$ cat config.mk
export PLATFORM = sky130hd
export DESIGN_NAME = stepper_step_dir_controller
export DESIGN_NICKNAME = d
export VERILOG_FILES = /design/src/hw/rtl/ssd_pkg.sv /design/src/hw/rtl/stepper_step_dir_controller.sv /design/src/hw/rtl/ssd_core.sv /design/src/hw/rtl/ssd_out_buf.sv
export SDC_FILE = /design/constraint.sdc
export NUM_CORES = 1
export LEC_CHECK = 0
export BUFFER_PORTS_ARGS = -buffer_cell sky130_fd_sc_hd__buf_2
export CORE_AREA = 2 2 171 139
export CTS_BUF_LIST = sky130_fd_sc_hd__clkbuf_16
export CTS_CLUSTER_SIZE = 16
export DETAILED_ROUTE_END_ITERATION = 12
export DIE_AREA = 0 0 173 141
export PLACE_DENSITY = 0.81
export SLEW_MARGIN = 25
export SYNTH_ARGS = -nofsm -noshare
export SYNTH_HDL_FRONTEND = slang
export SYNTH_SLANG_ARGS = --single-unit
$ cat constraint.sdc
create_clock -name i_clk -period 4.5 [get_ports i_clk]
set_input_delay 0.225 -clock i_clk [delete_from_list [all_inputs] [get_ports i_clk]]
set_output_delay 0.225 -clock i_clk [all_outputs]
set_load 0.005 [all_outputs]
$ cat src/hw/rtl/ssd_pkg.sv
// ssd_pkg: shared types and codes for the stepper step/dir controller.
// Holds the command and result word structs and the operation and motion codes.
// No dependencies.
package ssd_pkg;

    // Operation codes
    localparam logic [2:0] OP_TICK    = 3'd0;
    localparam logic [2:0] OP_START   = 3'd1;
    localparam logic [2:0] OP_REVERSE = 3'd2;
    localparam logic [2:0] OP_STOP    = 3'd3;
    localparam logic [2:0] OP_SUSPEND = 3'd4;
    localparam logic [2:0] OP_WAKE    = 3'd5;

    // Motion / direction request codes
    localparam logic [1:0] MOTION_FWD     = 2'd0;
    localparam logic [1:0] MOTION_REV     = 2'd1;
    localparam logic [1:0] MOTION_STOPPED = 2'd2;
    localparam logic [1:0] DIR_INVALID    = 2'd3;

    localparam int unsigned CountW = 32;

    typedef struct packed {
        logic [2:0]        operation;
        logic [1:0]        direction;
        logic [CountW-1:0] step_count;
    } t_in_word;

    typedef struct packed {
        logic              step_level;
        logic              dir_level;
        logic              sleep_level;
        logic              accepted;
        logic [CountW-1:0] steps_left;
        logic [CountW-1:0] steps_taken;
        logic [1:0]        motion_state;
    } t_out_word;

    // Status from the result queue back to the command stage
    typedef struct packed {
        logic room;
        logic full;
    } t_buf_status;

endpackage

$ cat src/hw/rtl/stepper_step_dir_controller.sv
// stepper_step_dir_controller: top level of the step/dir/sleep pulse generator.
// Instantiates ssd_core and ssd_out_buf; depends on ssd_pkg.
//
// Usage:
//   Input channel (i_in_valid / o_in_stall / i_in_word) carries one command
//   word: tick, start, reverse, stop, suspend or wake. Output channel
//   (o_out_valid / i_out_stall / o_out_word) returns exactly one result word
//   per command with the pin levels, counters and motion state.
//   A word is accepted on a rising edge where valid is high and stall is low.
// Throughput and data path:
//   One command per cycle while the result queue has room. A command is held in
//   the command register, is executed into the result queue, and appears on the
//   output from the queue's storage register.
// Reset:
//   i_rst_n is synchronous, active low. It clears the counters, pins and
//   queues; the motor comes out of reset awake with nothing to run.
// Receiver stall:
//   Results wait in a two-entry queue; the command stage keeps accepting
//   until that queue is full, then raises o_in_stall until a word drains.
module stepper_step_dir_controller
    import ssd_pkg::*;
(
    input  logic      i_clk,
    input  logic      i_rst_n,
    input  logic      i_in_valid,
    output logic      o_in_stall,
    input  t_in_word  i_in_word,
    output logic      o_out_valid,
    input  logic      i_out_stall,
    output t_out_word o_out_word
);

    logic        r_cmd_valid;
    t_in_word    r_cmd;
    logic        exec;
    logic        in_fire;
    t_out_word   result;
    t_buf_status buf_status;
    logic [1:0]  buf_count;

    // Command executes when the result queue has room
    assign exec       = r_cmd_valid && buf_status.room;
    assign o_in_stall = r_cmd_valid && !buf_status.room;
    assign in_fire    = i_in_valid && !o_in_stall;

    // Command register
    always_ff @(posedge i_clk) begin
        if (!i_rst_n) begin
            r_cmd_valid <= 1'b0;
        end else if (!r_cmd_valid || exec) begin
            r_cmd_valid <= i_in_valid;
        end
    end

    always_ff @(posedge i_clk) begin
        if (in_fire) begin
            r_cmd <= i_in_word;
        end
    end

    ssd_core u_core (
        .i_clk    (i_clk),
        .i_rst_n  (i_rst_n),
        .i_exec   (exec),
        .i_cmd    (r_cmd),
        .o_result (result)
    );

    ssd_out_buf u_out_buf (
        .i_clk    (i_clk),
        .i_rst_n  (i_rst_n),
        .i_push   (exec),
        .i_word   (result),
        .o_status (buf_status),
        .o_valid  (o_out_valid),
        .i_stall  (i_out_stall),
        .o_word   (o_out_word),
        .o_count  (buf_count)
    );

    // Queue never holds more than two words
    a_count_bound: assert property (@(posedge i_clk) disable iff (!i_rst_n)
        buf_count != 2'd3)
        else $error("result queue count out of range");

    // Input stalls only while a command waits on a full queue
    a_stall_cause: assert property (@(posedge i_clk) disable iff (!i_rst_n)
        o_in_stall |-> (r_cmd_valid && buf_status.full))
        else $error("input stall without a blocked command");

    // An accepted word is held in the command register next cycle
    a_cmd_loaded: assert property (@(posedge i_clk) disable iff (!i_rst_n)
        in_fire |=> r_cmd_valid)
        else $error("accepted command lost");

    // An executed command always shows a result next cycle
    a_result_shown: assert property (@(posedge i_clk) disable iff (!i_rst_n)
        exec |=> o_out_valid)
        else $error("executed command produced no result");

endmodule

$ cat src/hw/rtl/ssd_core.sv
// ssd_core: motor state registers and the per-command update logic.
// Produces one result word per executed command. Depends on ssd_pkg.
module ssd_core
    import ssd_pkg::*;
(
    input  logic      i_clk,
    input  logic      i_rst_n,
    input  logic      i_exec,
    input  t_in_word  i_cmd,
    output t_out_word o_result
);

    logic [CountW-1:0] r_remaining, n_remaining;
    logic [CountW-1:0] r_taken, n_taken;
    logic [1:0]        r_motion, n_motion;
    logic              r_awake, n_awake;
    logic              r_phase, n_phase;
    logic              r_dir_pin, n_dir_pin;
    logic              r_sleep_pin, n_sleep_pin;
    logic              r_step_pin, n_step_pin;
    logic              n_ok;

    // Next-state logic for one command
    always_comb begin
        n_remaining = r_remaining;
        n_taken     = r_taken;
        n_motion    = r_motion;
        n_awake     = r_awake;
        n_phase     = r_phase;
        n_dir_pin   = r_dir_pin;
        n_sleep_pin = r_sleep_pin;
        n_step_pin  = r_step_pin;
        n_ok        = 1'b1;
        case (i_cmd.operation)
            OP_TICK: begin
                n_step_pin = 1'b0;
                if ((r_remaining != '0) && r_awake) begin
                    if (!r_phase) begin
                        n_remaining = r_remaining - CountW'(1);
                        n_taken     = r_taken + CountW'(1);
                        n_step_pin  = 1'b1;
                        n_phase     = 1'b1;
                    end else begin
                        n_phase = 1'b0;
                    end
                end
            end
            OP_START: begin
                n_remaining = i_cmd.step_count;
                n_taken     = '0;
                n_sleep_pin = 1'b1;
                if (i_cmd.direction != DIR_INVALID) begin
                    n_motion  = i_cmd.direction;
                    n_dir_pin = (i_cmd.direction == MOTION_FWD);
                end else begin
                    n_motion    = MOTION_STOPPED;
                    n_sleep_pin = 1'b0;
                    n_ok        = 1'b0;
                end
            end
            OP_REVERSE: begin
                n_remaining = i_cmd.step_count;
                n_taken     = '0;
                n_sleep_pin = 1'b1;
                case (r_motion)
                    MOTION_FWD: begin
                        n_motion  = MOTION_REV;
                        n_dir_pin = 1'b0;
                    end
                    MOTION_REV: begin
                        n_motion  = MOTION_FWD;
                        n_dir_pin = 1'b1;
                    end
                    default: begin
                        n_motion    = MOTION_STOPPED;
                        n_sleep_pin = 1'b0;
                    end
                endcase
            end
            OP_STOP: begin
                n_motion    = MOTION_STOPPED;
                n_remaining = '0;
                n_sleep_pin = 1'b0;
            end
            OP_SUSPEND: begin
                n_sleep_pin = 1'b1;
                n_awake     = 1'b0;
            end
            OP_WAKE: begin
                if (r_remaining == '0) begin
                    n_sleep_pin = 1'b0;
                end
                n_awake = 1'b1;
            end
            default: begin
                // undefined codes leave everything as is
            end
        endcase
    end

    // Result word reflects the state after the command
    always_comb begin
        o_result.step_level   = n_step_pin;
        o_result.dir_level    = n_dir_pin;
        o_result.sleep_level  = n_sleep_pin;
        o_result.accepted     = n_ok;
        o_result.steps_left   = n_remaining;
        o_result.steps_taken  = n_taken;
        o_result.motion_state = n_motion;
    end

    // State registers
    always_ff @(posedge i_clk) begin
        if (!i_rst_n) begin
            r_remaining <= '0;
            r_taken     <= '0;
            r_motion    <= MOTION_FWD;
            r_awake     <= 1'b1;
            r_phase     <= 1'b0;
            r_dir_pin   <= 1'b0;
            r_sleep_pin <= 1'b0;
            r_step_pin  <= 1'b0;
        end else if (i_exec) begin
            r_remaining <= n_remaining;
            r_taken     <= n_taken;
            r_motion    <= n_motion;
            r_awake     <= n_awake;
            r_phase     <= n_phase;
            r_dir_pin   <= n_dir_pin;
            r_sleep_pin <= n_sleep_pin;
            r_step_pin  <= n_step_pin;
        end
    end

endmodule

$ cat src/hw/rtl/ssd_out_buf.sv
// ssd_out_buf: two-entry result queue that decouples the receiver's stall
// from the command stage. Depends on ssd_pkg.
module ssd_out_buf
    import ssd_pkg::*;
(
    input  logic        i_clk,
    input  logic        i_rst_n,
    input  logic        i_push,
    input  t_out_word   i_word,
    output t_buf_status o_status,
    output logic        o_valid,
    input  logic        i_stall,
    output t_out_word   o_word,
    output logic [1:0]  o_count
);

    t_out_word  r_mem [2];
    logic       r_wr_ptr;
    logic       r_rd_ptr;
    logic [1:0] r_count, n_count;
    logic       pop;

    assign pop     = (r_count != 2'd0) && !i_stall;
    assign o_valid = (r_count != 2'd0);
    assign o_word  = r_mem[r_rd_ptr];
    assign o_count = r_count;

    // Room is taken from the registered count only
    assign o_status.room = (r_count != 2'd2);
    assign o_status.full = (r_count == 2'd2);

    always_comb begin
        n_count = r_count;
        case ({i_push, pop})
            2'b10:   n_count = r_count + 2'd1;
            2'b01:   n_count = r_count - 2'd1;
            default: n_count = r_count;
        endcase
    end

    // Storage
    always_ff @(posedge i_clk) begin
        if (i_push) begin
            r_mem[r_wr_ptr] <= i_word;
        end
    end

    // Pointers and fill count
    always_ff @(posedge i_clk) begin
        if (!i_rst_n) begin
            r_wr_ptr <= 1'b0;
            r_rd_ptr <= 1'b0;
            r_count  <= 2'd0;
        end else begin
            if (i_push) begin
                r_wr_ptr <= ~r_wr_ptr;
            end
            if (pop) begin
                r_rd_ptr <= ~r_rd_ptr;
            end
            r_count <= n_count;
        end
    end

endmodule

==> impl_results.md <==
* Startpoint class of the critical path: register
* Crit-path leading delay family: simple AND/OR/NAND/NOR gates
* Avg Cell Area, Syn at between 10 and 15 sq um
* Synthesized area at between 10000 and 15000 sq um
* Initial antenna violation count at 0
* Number of synthesized flops with an enable pin at 177
* Syn Inst Count at 1134
* Drt initial violations at 1226
* Wire per inst at 21.18 um
* # Post-CTS Setup Buffers at 0
* Crit-path max FO at 21
* CP cell instances: inv_1 -> ha_1 -> or4b_2 -> nor4_2 -> a31o_2 -> o31ai_1 -> o221ai_1
* Warnings, synthesis at 0
* Synth area leaders: edfxtp_1 44%, dfxtp_1 13%, mux2_2 6.5%
* Cells after DPL at 1507
* Post-synth top area cell: edfxtp_1
* M3 GR Usage at under 10%
* CTS buffer count at 26
* Layout cells sized above 1 at 20.37%
* CP Capture Type: register
* Core area at 22900 sq um
* Clock network power share at 30.6%
* Syn_nets at roughly 1200
* Predominant post-synthesis flop cell: edfxtp_1
* Routability cong. at 0.9796
* Ports at 113
* Slowest stage delay, CP at roughly 0.7 ns
* Clock transition at path regs at 0.06 ns
* CP required at 4.76 ns
* Clk Latency, worst-skew pair at approximately 0.54 ns
* H-tree Lvls at 1
* Gr busiest metal: met1
* Dpl hpwl at 22.06 mm
* Yosys cell types at 65
* Finished Layout Cells at about 1600
* Final Util at 61.70%
* Die area at 24390 sq um
* Number of max-cap violations at 0
* Final-layout fill cell count at 1854
* Period utilization at approximately three quarters
* Vias at 10130
* Sink Count at roughly 250
* Number of global-route vias before repair at ~9000
* Initial Util at 52.65%
* Post-synthesis sequential element count at roughly 250
* Number of diodes at 0
* Port bufs at between 100 and 150
* NumNets Final at 1306
* Maximum VDD drop at between 0.2 and 0.3 mV
* Clock skew at roughly 0.016 ns
* Final min period at 3.420 ns
* CTS Buffer Depth at 3
* Share of the synthesized area in the top cell type at 44.09%
* Final setup viols at 0
* CTS tree: done
* Static Leak at approximately 5.1 nW
* Final Hold Viols at 0
* Setup TNS at 0 ns
* Final Max Tran Viols at 0
* Register area share after synthesis at 56.88%
* Worst path slowest cell: or4b_2
* RSZ-0062 raised after global routing: false
* DR vias/cell at roughly 6.4
* CTS resizes at 0
* Sw Pwr at 0.002086 W
* Met2 usage at 39.64%
* Fmax at 292.4 MHz
* Kind of critical path: register to register
* Gr ovfl total at 0
* Synthesis-to-finish area growth at 17.20%
* Total GRT Usage at between 20% and 30%
* Die extent in y at roughly 140 um
* Hold Path Class: primary input to register
* Worst-margin pin slew at 1.032 ns
* PwrDens at between 400 and 500 nW/um^2
* Maximum number of pins on one net before global-route repair at 73
* Routed Antenna Nets at 0
* Critical path arrival at 3.68 ns
* Switch share at 31.60%
* Register share of total power at ~43%
* Comb pwr share at a little over a quarter
* Internal Dissipation at around 0.0045 W
* CTS root buf: clkbuf_16
* Status: finished clean
* WP buf/inv at 1
* DP Worst Slack at 1.182 ns
* Die width at 173 um
* DR pass1 iterations at 6
* Residual DRC at 0
* Slew headroom at 30.58%
* Final WS setup at 1.080 ns
* Rows at 50
* DRT Wirelength at 33.73 mm
* FFs w/ async S/R, synth at 0%
* Global Route met1 Usage at 40.20%
* First-pass GRT wire length at 51.76 mm
[worst min-delay path: stages]
cell     delay (ns)
buf_2          0.08
nor2b_1        0.06
xnor2_1        0.14
nor2_1         0.08
[area by class of cell]
class,count,area [sq um],area share [%]
flip-flops and latches,254,6860,48.56
clock inverters,21,115.1,0.8147
inverters,14,52.55,0.3719
repair buffers,174,1146,8.112
multi-input cells,791,4888,34.60
clock buffers,27,675.6,4.782
well taps,312,390.4,2.763
[what timing repair did]
item	4_1_cts	5_1_grt
hold endpoints to repair	38	0
setup endpoints to repair	0	0
hold buffers	38	0
[logic make-up (layout without fill, tap and decap cells)]
kind of cell | count (synthesis) | count (layout) | synth area share (%)
muxes | 77 | 77 | 7.120
and+or+nand+nor | 417 | 417 | 17.42
xor gates and xnor gates | 6 | 6 | 0.4359
AOI/OAI and AO/OA | 287 | 287 | 14.90
DFF | 254 | 254 | 56.88
buffers and inverters | 89 | 236 | 2.833
adders and majority gates | 4 | 4 | 0.4152
[registers in the layout, summed over array words and instances (netlist names), 2 cells and up, named ones only]
signal              count
u_core.r_motion         2
u_core.r_remaining     32
u_out_buf.r_mem       140
r_cmd                  37
u_core.r_taken         32
u_out_buf.o_count       2
[cells in the final DEF, fill, tap and decap left out, types with 7 or more instances in the layout]
cell type and instances:
and2_1 8, nor4_1 19, a41oi_1 7, nand3_1 50, nor2_1 73, clkbuf_16 27, mux2_2 70, o21ai_0 90
inv_1 19, buf_4 22, dlygate4sd3_1 38, o22ai_1 14, a32oi_1 7, mux2i_1 7, a21oi_1 65, or3_1 27
nand2_1 122, a31oi_1 31, nand2b_1 9, nand4_1 23, nor3_1 26, o311ai_0 9, and3_1 19, o211ai_1 11
edfxtp_1 177, buf_2 112, clkinv_2 8, dfxtp_1 76, or4_1 14
[power groups by stage]
stage / combinational (W) / clock [W] / sequential [W]
after floorplan: 0.00112 / 0 / 0.00282
after global placement: 0.00162 / 0 / 0.00290
after detailed placement: 0.00165 / 0 / 0.00291
after CTS: 0.00168 / 0.00204 / 0.00286
after global routing: 0.00183 / 0.00213 / 0.00289
final: 0.00172 / 0.00202 / 0.00287
[per-stage QoR]
step / hold WS, ns / total power, W / cell area [sq um]
2_1_floorplan: 0.3239 / 0.003943 / 12060
3_3_place_gp: 0.4008 / 0.004525 / 12930
3_5_place_dp: 0.4031 / 0.004558 / 12950
4_1_cts: 0.08206 / 0.006582 / 14130
5_1_grt: 0.1107 / 0.006854 / 14130
6_report: 0.09132 / 0.006600 / 14130
[per-layer routing]
metal,up-vias,share of wire [%]
met5,-,0
met4,0,2.5
met3,75,11
met2,602,42
met1,4860,44
li1,4593,-
[cells in the mapped netlist (all sizes together) (23+ instances only)]
master  instances
nand2         123
nand4          23
nor3           26
nand3          50
a21oi          65
clkbuf         66
edfxtp        177
or3            27
mux2           70
a31oi          32
nor2           74
dfxtp          77
o21ai          90
[worst paths after layout]
path | startpoint | to | slack [ns] | cells past startpoint
setup / recovery | u_core.r_remaining[0] | u_out_buf.r_mem[0][41] | 1.08 | 7
hold / removal | i_out_stall | register | 0.09 | 4
setup reg to reg | u_core.r_remaining[0] | u_out_buf.r_mem[0][41] | 1.08 | 7
hold reg to reg | u_core.r_step_pin | u_core.r_step_pin | 0.46 | 2
Note: power is estimated with default switching activity, not from simulation.
